==> src/hdl/pru_pkg.sv <==
`timescale 1ns / 1ps

package pru_pkg;

   // fixed field widths
   localparam int PIX_W  = 32;
   localparam int RATE_W = 5;
   localparam int DIM_W  = 13;
   localparam int COL_W  = 12;
   localparam int IDX_W  = 2;

   // height limit of the output image
   localparam int MAX_HEIGHT = 4096;

   // queue between front and back
   localparam int QUEUE_DEPTH = 4;
   localparam int QPTR_W      = 2;
   localparam int QCNT_W      = 3;

   // register indexes
   localparam logic [IDX_W-1:0] CFG_RATE       = 2'd0;
   localparam logic [IDX_W-1:0] CFG_OUT_WIDTH  = 2'd1;
   localparam logic [IDX_W-1:0] CFG_OUT_HEIGHT = 2'd2;

   // action codes
   localparam logic ACT_LIVE   = 1'b0;
   localparam logic ACT_REPLAY = 1'b1;

   typedef struct packed {
      logic             action;
      logic [PIX_W-1:0] pixel;
   } req_type;

   typedef struct packed {
      logic [PIX_W-1:0] out_pixel;
      logic             last_copy;
      logic             row_done;
      logic             frame_done;
   } rsp_type;

   // one classified word waiting for the back end
   typedef struct packed {
      logic [PIX_W-1:0]  value;
      logic [RATE_W-1:0] count;
      logic              ends_row;
      logic              ends_frame;
   } job_type;

endpackage

==> src/hdl/pru_queue.sv <==
`timescale 1ns / 1ps

module pru_queue (
   input  logic                        clock,
   input  logic                        reset,
   input  logic                        push,
   input  pru_pkg::job_type            push_job,
   input  logic                        pop,
   output pru_pkg::job_type            head_job,
   output logic                        not_empty,
   output logic [pru_pkg::QCNT_W-1:0]  count
);

   pru_pkg::job_type                entries_ff [pru_pkg::QUEUE_DEPTH];
   logic [pru_pkg::QPTR_W-1:0]      wr_ptr_ff, wr_ptr_in;
   logic [pru_pkg::QPTR_W-1:0]      rd_ptr_ff, rd_ptr_in;
   logic [pru_pkg::QCNT_W-1:0]      count_ff, count_in;

   assign count     = count_ff;
   assign not_empty = (count_ff != '0);
   assign head_job  = entries_ff[rd_ptr_ff];

   // pointer and fill bookkeeping
   always_comb begin
      wr_ptr_in = push ? wr_ptr_ff + 2'd1 : wr_ptr_ff;
      rd_ptr_in = pop ? rd_ptr_ff + 2'd1 : rd_ptr_ff;
      count_in  = count_ff + pru_pkg::QCNT_W'(push) - pru_pkg::QCNT_W'(pop);
   end

   always_ff @(posedge clock) begin
      if (reset) begin
         wr_ptr_ff <= '0;
         rd_ptr_ff <= '0;
         count_ff  <= '0;
      end else begin
         wr_ptr_ff <= wr_ptr_in;
         rd_ptr_ff <= rd_ptr_in;
         count_ff  <= count_in;
      end
   end

   // entry storage
   always_ff @(posedge clock) begin
      if (push) begin
         entries_ff[wr_ptr_ff] <= push_job;
      end
   end

   // fill level never exceeds the depth
   assert property (@(posedge clock) disable iff (reset)
      count_ff <= pru_pkg::QCNT_W'(pru_pkg::QUEUE_DEPTH))
      else $error("queue overflow");

   // no pop from an empty queue
   assert property (@(posedge clock) disable iff (reset) pop |-> not_empty)
      else $error("queue underflow");

endmodule

==> config.mk <==
export PLATFORM = sky130hd
export DESIGN_NAME = pru_queue
export DESIGN_NICKNAME = d
export VERILOG_FILES = /design/src/hdl/pru_pkg.sv /design/src/hdl/pru_queue.sv
export SDC_FILE = /design/constraint.sdc
export NUM_CORES = 1
export LEC_CHECK = 0
export ABC_AREA = 0
export BUFFER_PORTS_ARGS = -buffer_cell sky130_fd_sc_hd__buf_2
export CORE_ASPECT_RATIO = 0.9
export CORE_MARGIN = 8
export CORE_UTILIZATION = 56
export DETAILED_ROUTE_END_ITERATION = 16
export GPL_TIMING_DRIVEN = 0
export PLACE_DENSITY_LB_ADDON = 0.1
export SLEW_MARGIN = 20
export SYNTH_ARGS = -nofsm -noshare
export SYNTH_HDL_FRONTEND = slang
export SYNTH_SLANG_ARGS = --single-unit
==> constraint.sdc <==
create_clock -name clock -period 2.19 [get_ports clock]
set_input_delay 0.438 -clock clock [delete_from_list [all_inputs] [get_ports clock]]
set_output_delay 0.438 -clock clock [all_outputs]
set_load 0.02 [all_outputs]
[After elaboration in Yosys (flattened, before gate mapping)]
Memory sizes are Yosys's and may differ from the RTL's. A register that Yosys moved wholly into a read port is not among the register bits.
Cells that the tools add are included.
Storage, ports and cells
  register bits: 7
  bits in writable memories: 156
  bits of input ports: 43
  output and inout port bits: 43
  logic and storage cells: 13
  memories: 1
Memories
  entries_ff: words 4, bits a word 39, rd ports 1, clocked after memory_dff 1, write ports 1, line pru_queue.sv:14  | pru_pkg::job_type entries_ff [pru_pkg::QUEUE_DEPTH];
Operators by class
  add/sub/neg operators: 4
  mux-type cells: 4
  reduce and logical (&&, ||, !) cells: 1
Operators with widths (count)
  $add A2 B1 Y2 const B: 2
  $mux W2: 2
  $add A3 B1 Y3: 1
  $reduce_bool A3 Y1: 1
  $sub A3 B1 Y3: 1
  $mux W1: 2

[Logic depth before layout (Yosys ltp)]
  word-level depth: 3
  mapped depth: 7
  mapped depth without buffers: 7

[Least setup slack after synthesis]
Ideal clock, no wire load.
  path kind: register -> register
  start point: reg wr_ptr_ff[0] in the netlist's numbering
  end point: mem entries_ff[2][0] in the netlist's numbering, enable pin
  setup time: 0.400 ns
  data arrival time: 1.488 ns
  required time: 1.790 ns
  slack: 0.302 ns
  stages on the path, launching flop included: 4
  buffers on the path: 0
  clock period less this slack: 1.888 ns
  cells stage by stage: dfxtp_1 -> inv_1 -> ha_1 -> and2_1
RTL lines
  start, declared: line pru_queue.sv:15  | logic [pru_pkg::QPTR_W-1:0] wr_ptr_ff, wr_ptr_in;
  start signal, assigned: line pru_queue.sv:36  | wr_ptr_ff <= wr_ptr_in;
  end, declared: line pru_queue.sv:14
Straight into the memory's write port.

==> flow_summary_export.csv <==
group,metric,value,unit
die,initial_core_util,0.567,
detailed_routing,vias_per_cell,5.55,
clocking,h-tree-depth,4,
power,finalPower,7200,µW
worst_setup_path,reg2reg_slack,0.50,ns
die,ioPinCount,86,
worst_setup_path,crit_type,"reg2out",
global_route,grt_max_degree,24,
placement,numPortBuffers,85,
timing,fmax,463,MHz
detailed_routing,num_vias,2773,
logic_synthesis,ys_warn_count,0,
timing,slew_headroom,0.622,
logic_synthesis,ys_ff_latch,165,
die,coreArea,10700,µm²
cells_and_area,drive_above_1_share,0.458,
timing,finalHoldViolCount,0,
run,max_cap_viol_count,0,
clocking,cts_tree,"built",
worst_setup_path,worst_setup_path_start_kind,"flop",
timing,fin_crit,2.16,ns
timing,rsz0062_at_grt,"yes",
global_route,first_global_vias,2979,
clocking,clk_pin_slew,0.06,ns
logic_synthesis,synth.net_count,294,
worst_setup_path,cp.arrival,1.72,ns
worst_setup_path,r2r_cells,5,
timing,worstMarginPinSlew,0.567,ns
cells_and_area,final_util,0.700,
detailed_routing,drt_wl_total,10.5,mm
timing,setup_viol,0,
global_route,antenna_found_initial,0,
cells_and_area,n_antenna_cell,0,
placement,gp_congestion,0.649,
worst_setup_path,cp-end-kind,"primary output",
worst_setup_path,rr_startpoint,"wr_ptr_ff[0]$_SDFFE_PP0P_",
die,die_x,126,µm
clocking,clock-root-buffer,"clkbuf_16",
worst_setup_path,cp_data_required_time,1.75,ns
global_route,grtUsageMet1,0.183,
die,rows,36,
min_path,whs_path_depth,1,
logic_synthesis,avgSynthCellArea,24.8,µm²
detailed_routing,firstDrtPassIters,4,
clocking,cts_buffers,17,
detailed_routing,ant_nets,0,
logic_synthesis,ys_seq_area_frac,0.804,
cells_and_area,area_growth_syn_to_layout,23.4,%
detailed_routing,drc_errors,0,
global_route,track_usage,0.155,
clocking,hold_buffers,0,
global_route,met2_usage,0.245,
cells_and_area,nFillCells,644,
power,p_leak,0.00260,µW
detailed_routing,drt_iter0_markers,188,
global_route,grt_pass1_wl,16.2,mm
timing,fin_crit_sh,0.986,
cells_and_area,num-nets-final,406,
clocking,clock-sinks,165,
global_route,overflow,0,
run_status,outcome,"complete, no violations",
power,power.density,964,nW/µm²
timing,finalMaxSlewViolations,0,
timing,skew,0.00627,ns
logic_synthesis,ys_types,20,
logic_synthesis,synthesis.area,6050,µm²
placement,dp_hpwl,6.63,mm
clocking,clk_latency,0.41,ns
worst_setup_path,reg2reg_to,"entries_ff[0][10]$_DFFE_PP_",
die,dieArea,14400,µm²
detailed_routing,wl_per_cell,21.0,µm
clocking,clockBufferDepth,2,
min_path,hold_path.class,"in2reg",
worst_setup_path,worst-path-max-fanout,5,
worst_setup_path,crit_path_end,"head_job[28]",
global_route,busiest_layer,"met2",
logic_synthesis,netlist_instances,244,
die,die_y,115,µm
global_route,grt_use_met3,0.0605,
power,peakVddDrop,763,µV
==> layer usage <==
layer,routed length [µm],share of wire,vias up
li1,-,-,1250
met4,189,0.018,0
met3,607,0.058,16
met2,5250,0.50,85
met5,0,0,-
met1,4460,0.42,1422
==> worst min path at each step <==
| stage | slack, ns | end | startpoint |
|---|---|---|---|
| 2_1_floorplan | 0.49 | flop | rd_ptr_ff[1]$_SDFFE_PP0P_ |
| 3_3_place_gp | 0.52 | rd_ptr_ff[1]$_SDFFE_PP0P_ | rd_ptr_ff[1]$_SDFFE_PP0P_ |
| 3_5_place_dp | 0.53 | rd_ptr_ff[1]$_SDFFE_PP0P_ | rd_ptr_ff[0]$_SDFFE_PP0P_ |
| 4_1_cts | 0.22 | entries_ff[2][34]$_DFFE_PP_ | push_job[34] |
| 5_1_grt | 0.22 | entries_ff[2][18]$_DFFE_PP_ | push_job[18] |
| 6_report | 0.24 | entries_ff[0][18]$_DFFE_PP_ | push_job[18] |
==> final cells by class <==
cell class	instances	area [µm²]	area share
Buffer	8	86.3	0.0116
Clock buffer	22	444	0.0595
Clock inverter	8	61.3	0.00821
Inverter	6	22.5	0.00302
Multi-Input combinational cell	65	1110	0.149
Sequential cell	165	4870	0.652
Tap cell	133	166	0.0223
Timing Repair Buffer	93	704	0.0943
==> where the power goes <==
part / internal, µW / switching, µW / total (µW)
registers: 3630 / 48.8 / 3670
logic: 457 / 492 / 948
clock network: 1530 / 1050 / 2580
total: 5610 / 1590 / 7200
==> flip-flops by register name (all words and copies together) (netlist names), named ones only <==
name        flops
entries_ff    156
count           3
wr_ptr_ff       2
rd_ptr_ff       2
==> critical path: stages (launching register included) <==
cell       delay (ns)
dfxtp_4          0.37
buf_8            0.14
clkbuf_16        0.16
mux4_2           0.50
buf_6            0.15
==> cell usage in the layout (no fill, tap or decap), drive strengths merged, types with 4 or more instances in the layout <==
cell type  instances
clkinv             7
buf               97
edfxtp           156
inv                6
dfxtp              9
nor2               5
and2               4
clkbuf            26
mux4              39
ha                 6
==> kinds of logic after synthesis <==
| logic type | Yosys count | share of synthesized area |
|---|---|---|
| buffers and inverters | 14 | 0.0128 |
| multiplexers | 40 | 0.147 |
| flip-flops | 165 | 0.804 |
| adder cells (fa/ha/maj) | 7 | 0.0157 |
| XOR/XNOR | 3 | 0.00682 |
| AO/OA/AOI/OAI | 2 | 0.00248 |
| AND/OR/NAND/NOR | 13 | 0.0116 |
==> stage by stage <==
stage                     TNS [ns]  worst slack (ns)  instances  instance area, µm²  hold WS (ns)
after floorplan                  0             0.302        244                6050         0.492
after global placement      -73.14            -0.482        462                6640         0.524
after detailed placement         0             0.248        467                6760         0.529
after CTS                  -0.0109          -0.00424        498                7320         0.217
after global routing        -0.324           -0.0301        500                7470         0.216
final                            0            0.0315        500                7470         0.235
==> synthesized netlist by cell type <==
master	n	area, µm²
edfxtp_1	156	4680
mux4_2	39	878
dfxtp_1	9	180
ha_1	6	75.1
inv_1	6	22.5
nor2_1	5	18.8
and2_1	4	25.0
buf_2	2	10.0
buf_4	2	15.0
buf_6	2	22.5
clkbuf_1	2	7.51
nor2b_1	2	12.5
xnor2_1	2	17.5
a21bo_2	1	10.0
a21oi_1	1	5.00
fa_1	1	20.0
mux2i_1	1	10.0
nand3b_1	1	7.51
or3_1	1	6.26
xor3_1	1	23.8
==> timing repair <==
action,CTS,global route
gates resized for setup,11,31
cloned,0,2
setup buffers,1,0
setup endpoints to repair,30,20
Note: power is estimated with default switching activity, not from simulation.
