## src/hdl/pru_pkg.sv

```systemverilog
`timescale 1ns / 1ps

package pru_pkg;

   // fixed field widths
   localparam int PIX_W  = 32;
   localparam int RATE_W = 5;
   localparam int DIM_W  = 13;
   localparam int COL_W  = 12;
   localparam int IDX_W  = 2;

   // height limit of the output image
   localparam int MAX_HEIGHT = 4096;

   // queue between front and back
   localparam int QUEUE_DEPTH = 4;
   localparam int QPTR_W      = 2;
   localparam int QCNT_W      = 3;

   // register indexes
   localparam logic [IDX_W-1:0] CFG_RATE       = 2'd0;
   localparam logic [IDX_W-1:0] CFG_OUT_WIDTH  = 2'd1;
   localparam logic [IDX_W-1:0] CFG_OUT_HEIGHT = 2'd2;

   // action codes
   localparam logic ACT_LIVE   = 1'b0;
   localparam logic ACT_REPLAY = 1'b1;

   typedef struct packed {
      logic             action;
      logic [PIX_W-1:0] pixel;
   } req_type;

   typedef struct packed {
      logic [PIX_W-1:0] out_pixel;
      logic             last_copy;
      logic             row_done;
      logic             frame_done;
   } rsp_type;

   // one classified word waiting for the back end
   typedef struct packed {
      logic [PIX_W-1:0]  value;
      logic [RATE_W-1:0] count;
      logic              ends_row;
      logic              ends_frame;
   } job_type;

endpackage

```

## src/hdl/pru_back.sv

```systemverilog
`timescale 1ns / 1ps

module pru_back (
   input  logic             clock,
   input  logic             reset,
   input  pru_pkg::job_type head_job,
   input  logic             not_empty,
   output logic             pop,
   output logic             rsp_valid,
   output pru_pkg::rsp_type rsp_data,
   input  logic             rsp_stall
);

   logic                       rsp_valid_ff;
   pru_pkg::rsp_type           rsp_data_ff;
   logic [pru_pkg::RATE_W-1:0] copy_ff, copy_in;
   logic                       load;
   logic                       last;

   // output register free, or being taken this cycle
   assign load = !rsp_valid_ff || !rsp_stall;
   assign last = ({1'b0, copy_ff} + 6'd1) == {1'b0, head_job.count};
   assign pop  = load && not_empty && last;

   assign copy_in = last ? '0 : copy_ff + 5'd1;

   // copy counter and output valid
   always_ff @(posedge clock) begin
      if (reset) begin
         rsp_valid_ff <= 1'b0;
         copy_ff      <= '0;
      end else if (load) begin
         rsp_valid_ff <= not_empty;
         if (not_empty) begin
            copy_ff <= copy_in;
         end
      end
   end

   // output word
   always_ff @(posedge clock) begin
      if (load && not_empty) begin
         rsp_data_ff.out_pixel  <= head_job.value;
         rsp_data_ff.last_copy  <= last;
         rsp_data_ff.row_done   <= last && head_job.ends_row;
         rsp_data_ff.frame_done <= last && head_job.ends_frame;
      end
   end

   assign rsp_valid = rsp_valid_ff;
   assign rsp_data  = rsp_data_ff;

   // frame end implies row end and last copy
   assert property (@(posedge clock) disable iff (reset)
      (rsp_valid_ff && rsp_data_ff.frame_done) |->
      (rsp_data_ff.row_done && rsp_data_ff.last_copy))
      else $error("frame end without row end");

   // copy index stays below the word's copy count
   assert property (@(posedge clock) disable iff (reset)
      not_empty |-> (copy_ff < head_job.count))
      else $error("copy index out of range");

endmodule

```

## config.mk

```make
export PLATFORM = sky130hd
export DESIGN_NAME = pru_back
export DESIGN_NICKNAME = d
export VERILOG_FILES = /design/src/hdl/pru_pkg.sv /design/src/hdl/pru_back.sv
export SDC_FILE = /design/constraint.sdc
export NUM_CORES = 1
export LEC_CHECK = 0
export BUFFER_PORTS_ARGS = -buffer_cell sky130_fd_sc_hd__buf_2
export CAP_MARGIN = 0
export CORE_UTILIZATION = 25
export CTS_CLUSTER_SIZE = 24
export DETAILED_ROUTE_END_ITERATION = 8
export PLACE_DENSITY = 0.5
export RECOVER_POWER = 100
export SYNTH_ARGS = -nofsm -noshare
export SYNTH_HDL_FRONTEND = slang
export SYNTH_SLANG_ARGS = --single-unit
```

## constraint.sdc

```tcl
create_clock -name clock -period 3.2 [get_ports clock]
set_input_delay 0.32 -clock clock [delete_from_list [all_inputs] [get_ports clock]]
set_output_delay 0.32 -clock clock [all_outputs]
set_load 0.1 [all_outputs]
```

* Word-level counts from Yosys, hierarchy flattened
Index checks and enable logic that the tools add are counted.
** Cells by class
- Add/sub/neg operators :: 2
- Equal/unequal tests :: 1
- Muxes and demuxes :: 1
- Reductions and logical operators :: 8
** Operators by type and width (count)
- 5-bit by 1-bit adder with 6-bit output, second input constant :: 1
- 6-bit by 5-bit == test with 1-bit output :: 1
- 5-bit by 1-bit adder with 5-bit output, second input constant :: 1
- 5-bit 2-to-1 mux :: 1
- 1-bit logical AND :: 4
- 1-bit zero test :: 2
- 2-bit AND reduction :: 1
- 1-bit logical OR :: 1
** Word-level totals
- Bits in registers :: 41
- Input port bits :: 43
- Output and inout bits :: 37
- Logic and storage cells :: 18

* Logic depth before layout (Yosys ltp)
Gate-level depths: netlist (run 1).
- Word-level depth :: 4
- Gate-level depth with buffers :: 5
- Mapped depth without buffers :: 5

* Worst setup path before layout (run 1)
No wires, ideal clock.
- Path type :: register to output
- From :: register rsp_valid_ff (netlist: rsp_valid)
- To :: output pop
- Arrival :: 2380 ps
- Required time :: 2880 ps
- Path slack :: 500 ps
- Stages on the path, launching flop included :: 4
- Path buffers :: 1
- Path through :: dfxtp_1 -> a21boi_0 -> buf_4 -> and2_1
** On the way
- Longest elaborated chain between the ends :: 4
** Ends and longest elaborated chain
- start: declaration :: line pru_back.sv:14 : logic rsp_valid_ff;
- start signal: assignment :: line pru_back.sv:33 : rsp_valid_ff <= not_empty;
- 1-bit zero test :: line pru_back.sv:21 : assign load = !rsp_valid_ff || !rsp_stall;
- 1-bit logical OR :: line pru_back.sv:21
- 1-bit logical AND (2 in a row) :: line pru_back.sv:23 : assign pop = load && not_empty && last;
- end: declaration :: line pru_back.sv:8 : output logic pop,
Every way passes these cells.

* Worst setup path after layout (run 1)
Ends and elaborated chain as after synthesis.

==> results.py, run 1 <==
metrics = {
    "placement": {
        "gp_congestion": 0.699,
        "hpwl_um": 2420,
        "pre_cts_slack_ns": 0.697,
        "dpl_cell_area_mm2": 0.00199,
        "io_buffers": 79,
    },
    "clock_network": {
        "cts_tree": "built",
        "htreeDepth": 2,
        "clock-sinks": 41,
        "clk_pin_slew_ns": 0.08,
        "insertion_delay_ns": 0.28,
        "cts_buffers": 5,
        "cts_resized": 0,
        "clockBufferDepth": 2,
        "clock-root-buffer": "clkbuf_8",
        "post-cts-setup-buffer-count": 0,
        "cts_hold_buf": 0,
    },
    "synth": {
        "synth_most_common_cell": "edfxtp_1",
        "ys_ff_latch": 41,
        "synth_warnings": 0,
        "postSynthCellCount": 83,
        "synthTopCellsByCount": "edfxtp_1 (35), dfxtp_1 (6), and2_1 (3), nor2_1 (3), xnor2_1 (3)",
        "ys.flop_type": "edfxtp_1",
        "yosysTopAreaCellShare_pct": 70.2,
        "async_flop_share_pct": 0,
        "post_synth.cell_area_avg_um2": 18.0,
        "synth.area.top_cells": "edfxtp_1 (70%), dfxtp_1 (8.0%), a2111oi_2 (2.0%), xnor2_1 (1.8%), xnor3_1 (1.5%)",
        "syn_area_mm2": 0.00150,
        "syn_nets": 127,
        "yosysTopAreaCell": "edfxtp_1",
        "synth_edf_count": 35,
        "ys_seq_area_share_pct": 78.3,
        "ys_types": 31,
    },
    "worst_setup_path": {
        "crit_fanout": 21,
        "path_class": "flop to output port",
        "endpoint_kind": "output port",
        "arrival_ns": 2.49,
        "critPathLaunchType": "flop",
        "required_ns": 2.88,
    },
    "pwr": {
        "irDropWorstVdd_mv": 0.185,
        "power.density_mw_per_mm2": 642,
        "leakagePower_nw": 0.754,
    },
    "floorplanning": {
        "start_util_pct": 26.5,
        "core_mm2": 0.00564,
        "die_h_um": 79.4,
        "io_pins": 80,
        "die_w_um": 79.4,
        "num_rows": 27,
        "fp.dieArea_mm2": 0.00630,
    },
    "sta": {
        "clock.fmax_mhz": 356,
        "slew_viol_final": 22,
        "period_minus_slack_ns": 2.81,
        "worstMarginPinSlew_ns": 1.56,
        "hold_violations": 0,
        "maxSlewHeadroom_pct": -4.45,
        "timing.final.ws_setup_ns": 0.388,
        "rsz0062_at_grt": "no",
        "period_share_pct": 87.9,
        "setup_tns_ns": 0,
        "setup_viol": 0,
        "skew_ns": 0.00491,
    },
    "finish": {
        "final_area_mm2": 0.00202,
        "final_nets": 212,
        "diodes": 0,
        "drive_gt1_share_pct": 30.8,
        "area_growth_pct": 35.3,
        "fill_cells": 563,
    },
    "routing": {
        "postRouteAntennaNets": 0,
        "wire_per_inst_um": 13.2,
        "viasPerCell": 4.27,
        "firstDrtPassIters": 4,
        "vias": 1029,
        "drt_iter0_drc": 14,
        "drt-total-wl_um": 3190,
        "route.detailed.drc": 0,
    },
    "flow_run": {
        "drv_cap": 1,
    },
    "worst_hold_path": {
        "hold_path.class": "input pin to flop",
    },
    "outcome": {
        "violations": "max-capacitance violations, max-slew violations",
        "status": "complete, but fails checks",
    },
    "grt": {
        "gr-total-overflow": 0,
        "grt_pass1_wl_um": 4950,
        "grt_max_degree": 29,
        "grt_use_met3_pct": 4.48,
        "antenna_found_initial": 0,
        "grt_pass1_vias": 1011,
        "grt_use_total_pct": 10.8,
        "use_met1_pct": 13.6,
        "top_usage_layer": "met2",
        "use_met2_pct": 15.4,
    },
}
==> cells in the final DEF, fill, tap and decap left out, types with 2 or more instances in the layout <==
cell type	instances
o32ai_1	2
nor2_1	3
clkbuf_2	2
and3_1	2
buf_2	42
dfxtp_1	6
a2111oi_0	2
and2_0	2
a21oi_1	2
nand2_1	2
clkbuf_8	5
edfxtp_1	35
and2b_1	2
clkbuf_1	37
inv_1	2
xnor2_1	3
==> worst paths after layout <==
| path | start | slack (ns) | cells after the start | to |
|---|---|---|---|---|
| max | rsp_valid | 0.39 | 3 | pop |
| min | head_job[13] | 0.20 | 1 | rsp_data[9] |
| max reg2reg | rsp_valid | 0.62 | 3 | copy_ff[2] |
| min reg2reg | rsp_valid | 0.53 | 2 | rsp_valid |
==> report_power, final <==
| part | switching [W] | internal [W] |
|---|---|---|
| Clock | 0.000167 | 0.000230 |
| Sequential | 0.0000113 | 0.000614 |
| Combinational | 0.000237 | 0.0000401 |
==> worst max-delay path, stage by stage, from the launching register on <==
cell	delay [ns]
dfxtp_1	0.33
a21boi_1	1.14
and2_1	0.26
clkbuf_2	0.46
==> final cells by class <==
type	instances	area, µm²	share of cell area (%)
Inverter	2	7.51	0.371
Multi-Input combinational cell	38	294	14.5
Timing Repair Buffer	80	355	17.6
Tap cell	72	90.1	4.45
Sequential cell	41	1170	57.8
Clock inverter	2	33.8	1.67
Clock buffer	6	72.6	3.58
==> layer usage <==
layer / up-vias / part of all wire (%) / wire length [µm]
li1: 491 / - / -
met1: 462 / 44 / 1390
met2: 68 / 43 / 1370
met3: 8 / 11 / 360
met4: 0 / 2.4 / 78
met5: - / 0 / 0
==> metrics by stage <==
stage,std cells,hold WS [ns],utilization (%),total power [W]
finish,241,0.205,35.9,0.00130
global placement,233,0.498,35.3,0.000922
floorplan,83,0.419,-,0.000865
global route,241,0.182,35.9,0.00135
CTS,241,0.192,37.1,0.00132
detailed placement,233,0.498,35.3,0.000926
==> kinds of logic after synthesis <==
| logic type | synth area share, % |
|---|---|
| buffers and inverters | 1.25 |
| AOI/OAI and AO/OA | 8.19 |
| DFF | 78.3 |
| adders and majority gates | 0.836 |
| xor gates and xnor gates | 3.85 |
| and+or+nand+nor | 7.61 |
==> sequential cells by signal, indices dropped and copies added, names as in the netlist <==
| signal | flops |
|---|---|
| rsp_valid | 1 |
| rsp_data | 35 |
| copy_ff | 5 |
No activity file was read; power rests on OpenSTA's default activity.
==> run 2: changes to the inputs <==
- CELL_PAD_IN_SITES_DETAIL_PLACEMENT: unset -> 1
- CELL_PAD_IN_SITES_GLOBAL_PLACEMENT: unset -> 1
- PLACE_DENSITY: 0.5 -> 0.6
- SLEW_MARGIN: unset -> 20
==> run 2 against run 1 <==
Effect of this change: the flow still finishes with violations (max-capacitance violations, max-slew violations); first-iteration DRC count grew to 2.6 times the previous value; utilization barely moved; register-to-register slack is essentially flat; sequential share of layout area is 0.071 points lower; flip-flop and latch count unchanged; clock skew is 0.0011 ns lower; critical path type unchanged.
==> results.py, run 2 (synthesis results as in run 1) <==
metrics = {
    "worst_hold_path": {
        "min_from": "head_job[11]",
        "hold_path.class": "input pin to flop",
    },
    "sta": {
        "clock.fmax_mhz": 353,
        "setup_viol": 0,
        "rsz0062_at_grt": "no",
        "timing.final.ws_setup_ns": 0.364,
        "holdWs_ns": 0.210,
        "slew_viol_final": 22,
        "worstMarginPinSlew_ns": 1.57,
        "period_minus_slack_ns": 2.84,
        "hold_violations": 0,
        "maxSlewHeadroom_pct": -4.71,
        "setup_tns_ns": 0,
        "period_share_pct": 88.6,
        "skew_ns": 0.00385,
    },
    "grt": {
        "use_met2_pct": 19.5,
        "grt_use_total_pct": 11.1,
        "grt_use_met3_pct": 4.37,
        "use_met1_pct": 12.4,
        "top_usage_layer": "met2",
        "gr-total-overflow": 0,
        "grt_max_degree": 29,
        "grt_pass1_wl_um": 5180,
        "grt_pass1_vias": 1065,
        "antenna_found_initial": 0,
    },
    "pwr": {
        "pwr-share-comb_pct": 21.6,
        "power.density_mw_per_mm2": 637,
        "p_sw_w": 0.000410,
        "clkPwrFrac_pct": 29.9,
        "p_seq_share_pct": 48.5,
        "p_int_w": 0.000881,
        "switching_share_pct": 31.7,
        "leakagePower_nw": 0.752,
        "irDropWorstVdd_mv": 0.282,
        "power_w": 0.00129,
    },
    "flow_run": {
        "drv_cap": 1,
    },
    "outcome": {
        "violations": "max-capacitance violations, max-slew violations",
        "status": "complete, but fails checks",
    },
    "worst_setup_path": {
        "required_ns": 2.88,
        "path_class": "flop to output port",
        "endpoint_kind": "output port",
        "timing.rr.start": "rsp_valid",
        "arrival_ns": 2.52,
        "setup.worst_path.start": "copy_ff[0]",
        "crit_fanout": 9,
        "critPathLaunchType": "flop",
    },
    "routing": {
        "vias": 1040,
        "drt_iter0_drc": 36,
        "route.detailed.drc": 0,
        "wire_per_inst_um": 14.0,
        "postRouteAntennaNets": 0,
        "viasPerCell": 4.33,
        "drt-total-wl_um": 3360,
        "firstDrtPassIters": 4,
    },
    "clock_network": {
        "cts_hold_buf": 0,
        "clk_pin_slew_ns": 0.07,
        "insertion_delay_ns": 0.28,
        "clockBufferDepth": 2,
        "post-cts-setup-buffer-count": 0,
        "cts_buffers": 5,
        "clock-root-buffer": "clkbuf_8",
        "htreeDepth": 2,
        "cts_resized": 0,
        "clock-sinks": 41,
        "cts_tree": "built",
    },
    "finish": {
        "diodes": 0,
        "largest_reg_flops": 35,
        "area_growth_pct": 35.5,
        "layout_common_cells": "buf_2 (41), clkbuf_1 (37), edfxtp_1 (35)",
        "final_area_mm2": 0.00203,
        "drive_gt1_share_pct": 31.5,
        "final_nets": 212,
        "final_common_cell": "buf_2",
    },
    "floorplanning": {
        "num_rows": 27,
        "die_w_um": 79.4,
        "start_util_pct": 26.5,
        "fp.dieArea_mm2": 0.00630,
        "io_pins": 80,
        "core_mm2": 0.00564,
        "die_h_um": 79.4,
    },
    "placement": {
        "hpwl_um": 2680,
        "dpl_cell_area_mm2": 0.00199,
        "pre_cts_slack_ns": 0.697,
        "gp_congestion": 0.762,
        "io_buffers": 79,
    },
}
## run 2: metal layers
metal / part of all wire, % / wire (µm) / up-vias
met1: 43 / 1460 / 484
met2: 46 / 1540 / 65
li1: - / - / 487
met4: 0.80 / 27 / 0
met3: 9.9 / 331 / 4
met5: 0 / 0 / -
## run 2: layout make-up
class | instances | area [µm²]
Tap cell | 72 | 90.1
Clock inverter | 2 | 35.0
Clock buffer | 5 | 68.8
Fill cell | 626 | 3610
Timing Repair Buffer | 80 | 354
Multi-Input combinational cell | 38 | 300
Sequential cell | 41 | 1170
Inverter | 2 | 7.51
## run 2: critical path, cell delays in order (launching register included)
cell and delay [ns]:
dfxtp_1 0.47, ha_1 0.28, and3_1 0.25, xnor2_1 0.15, a211oi_4 0.43, and2_1 0.19, clkbuf_2 0.46
## run 2: power groups by stage
stage / Clock (W) / Sequential (W) / Combinational, W
2_1_floorplan: 0 / 0.000828 / 0.0000363
3_3_place_gp: 0 / 0.000636 / 0.000287
3_5_place_dp: 0 / 0.000637 / 0.000290
4_1_cts: 0.000406 / 0.000625 / 0.000290
5_1_grt: 0.000431 / 0.000629 / 0.000288
6_report: 0.000386 / 0.000626 / 0.000279
## run 2: path summary, 6_finish.rpt
check,endpoint,slack [ns],depth (start not counted)
hold reg to reg,rsp_valid,0.54,2
hold / removal,rsp_data[7],0.21,1
setup / recovery,pop,0.36,6
setup reg to reg,rsp_data[8],0.62,2
## run 2: per-stage QoR
step                instances  util, %
floorplan                  83        -
global placement          233     35.3
detailed placement        233     35.3
CTS                       240     37.1
global route              240     35.9
finish                    240     35.9
==> run 3: changes to the inputs <==
- GPL_TIMING_DRIVEN: unset -> 0
- PLACE_DENSITY: 0.6 -> 0.62
- clock period: 3.2 -> 2.35 ns (I/O delays scaled with it)
==> run 3 against run 2 <==
Effect of this change: the run now ends clean; clock skew rose by 0.0012 ns; clock-buffer cell count rose by 1; global-route usage rose by 0.20 points; design area rose by 1.4%; die area did not move; register-to-register slack got worse by 0.28 ns; critical endpoint unchanged; largest cell class unchanged; largest power group unchanged.
==> results.py, run 3 (synthesis results as in run 1) <==
metrics = {
    "pwr": {
        "p_sw_w": 0.000561,
        "power_w": 0.00177,
        "switching_share_pct": 31.7,
        "clkPwrFrac_pct": 30.3,
        "irDropWorstVdd_mv": 0.347,
        "leakagePower_nw": 0.765,
        "pwr-share-comb_pct": 21.7,
        "p_seq_share_pct": 48.1,
        "p_int_w": 0.00121,
        "power.density_mw_per_mm2": 862,
    },
    "finish": {
        "stdcell_count": 242,
        "final_common_cell": "buf_2",
        "drive_gt1_share_pct": 32.4,
        "final_nets": 213,
        "regArea_mm2": 0.00117,
        "fin_util_pct": 36.4,
        "fill_cells": 625,
        "diodes": 0,
        "multi_input_area_um2": 303,
        "largest_reg_flops": 35,
        "final_area_mm2": 0.00205,
        "area_growth_pct": 37.3,
        "layout_common_cells": "buf_2 (41), clkbuf_1 (39), edfxtp_1 (35)",
    },
    "grt": {
        "gr-total-overflow": 0,
        "grt_pass1_vias": 1021,
        "grt_max_degree": 45,
        "grt_pass1_wl_um": 5180,
        "grt_use_total_pct": 11.3,
        "antenna_found_initial": 0,
    },
    "routing": {
        "viasPerCell": 4.28,
        "vias": 1036,
        "route.detailed.drc": 0,
        "drt-total-wl_um": 3380,
        "firstDrtPassIters": 4,
        "wire_per_inst_um": 14.0,
        "postRouteAntennaNets": 0,
        "drt_iter0_drc": 30,
    },
    "sta": {
        "rsz0062_at_grt": "no",
        "period_minus_slack_ns": 2.23,
        "holdWs_ns": 0.120,
        "clock.fmax_mhz": 448,
        "worstMarginPinSlew_ns": 1.19,
        "slew_viol_final": 0,
        "period_share_pct": 94.9,
        "skew_ns": 0.00506,
        "maxSlewHeadroom_pct": 20.8,
        "setup_viol": 0,
        "hold_violations": 0,
    },
    "worst_setup_path": {
        "required_ns": 2.12,
        "critPathLaunchType": "flop",
        "slowest_stage": "dfxtp_2",
        "timing.rr.start": "copy_ff[0]",
        "arrival_ns": 2.00,
        "crit_fanout": 7,
        "path_class": "flop to output port",
        "regToRegSetupSlack_ns": 0.34,
        "max_stage_delay_ns": 0.36,
        "reg2reg_depth": 6,
        "endpoint_kind": "output port",
        "timing.rr.end": "copy_ff[2]",
        "crit_chain": "ha_1 > xnor3_1 > nand3_2 > a211oi_4 > and2_2 > buf_8",
    },
    "flow_run": {
        "drv_cap": 0,
    },
    "worst_hold_path": {
        "holdPathStages": 1,
        "hold_path.class": "input pin to flop",
        "min_from": "head_job[23]",
        "hold_end": "rsp_data[19]",
    },
    "clock_network": {
        "clk_pin_slew_ns": 0.07,
        "htreeDepth": 2,
        "insertion_delay_ns": 0.28,
        "cts_buffers": 5,
        "clock-sinks": 41,
        "cts_tree": "built",
        "clockBufferDepth": 2,
        "clock-root-buffer": "clkbuf_8",
    },
    "floorplanning": {
        "fp.dieArea_mm2": 0.00630,
        "start_util_pct": 26.5,
        "core_mm2": 0.00564,
        "io_pins": 80,
        "die_h_um": 79.4,
        "die_w_um": 79.4,
        "num_rows": 27,
    },
    "placement": {
        "gp_congestion": 0.796,
        "hpwl_um": 2560,
        "dp_cells": 233,
        "dpl_cell_area_mm2": 0.00198,
        "io_buffers": 78,
    },
    "outcome": {
        "status": "completed",
    },
}
==> run 3: worst max-delay path by stage <==
stage                           from   to  slack [ns]  cells after the start
after CTS                 copy_ff[0]  pop       0.007                      6
after detailed placement  copy_ff[0]  pop       -0.13                      6
final                     copy_ff[0]  pop        0.12                      6
after global routing      copy_ff[0]  pop       0.008                      6
after floorplan            rsp_valid  pop       0.002                      3
after global placement    copy_ff[0]  pop       -0.11                      6
==> run 3: cell type report <==
type	instances	share of cell area, %
tap	72	4.38
clock inverter	2	1.71
inverter	2	0.365
buffer	2	0.731
timing repair buffer	79	17.5
sequential	41	57.1
clock buffer	6	3.53
multi-input combinational	38	14.7
==> run 3: layer usage <==
metal	up-vias	global-route usage, %	share of wire [%]
li1	491	-	-
met1	478	13.1	41
met2	61	18.2	46
met3	6	3.56	11
met4	0	6.55	2.2
met5	-	0	0
==> run 3: what timing repair did <==
action	CTS	global route
pin swaps	1	0
setup buffers	1	0
setup endpoints to repair	1	1
endpoints found under the hold margin	0	0
hold buffers	0	0
resized for setup	3	4
==> run 3: metrics by stage <==
| stage | worst slack [ns] | setup TNS [ns] |
|---|---|---|
| after floorplan | 0.00198 | 0 |
| after global placement | -0.111 | -0.111 |
| after detailed placement | -0.127 | -0.127 |
| after CTS | 0.00742 | 0 |
| after global routing | 0.00836 | 0 |
| final | 0.119 | 0 |
==> run 3: power groups by stage <==
stage | Sequential (W) | Clock [W] | Combinational, W
2_1_floorplan | 0.00113 | 0 | 0.0000495
3_3_place_gp | 0.000865 | 0 | 0.000386
3_5_place_dp | 0.000867 | 0 | 0.000392
4_1_cts | 0.000851 | 0.000557 | 0.000395
5_1_grt | 0.000856 | 0.000584 | 0.000400
6_report | 0.000852 | 0.000536 | 0.000384
==> run 3: worst max-delay path, delay by kind of cell (launching register included) <==
kind            cells  cell delay (ns)
flops               1             0.36
simple gates        2             0.31
compound gates      1             0.26
fa+ha+maj           1             0.27
xor+xnor            1             0.30
buf+inv             1             0.20
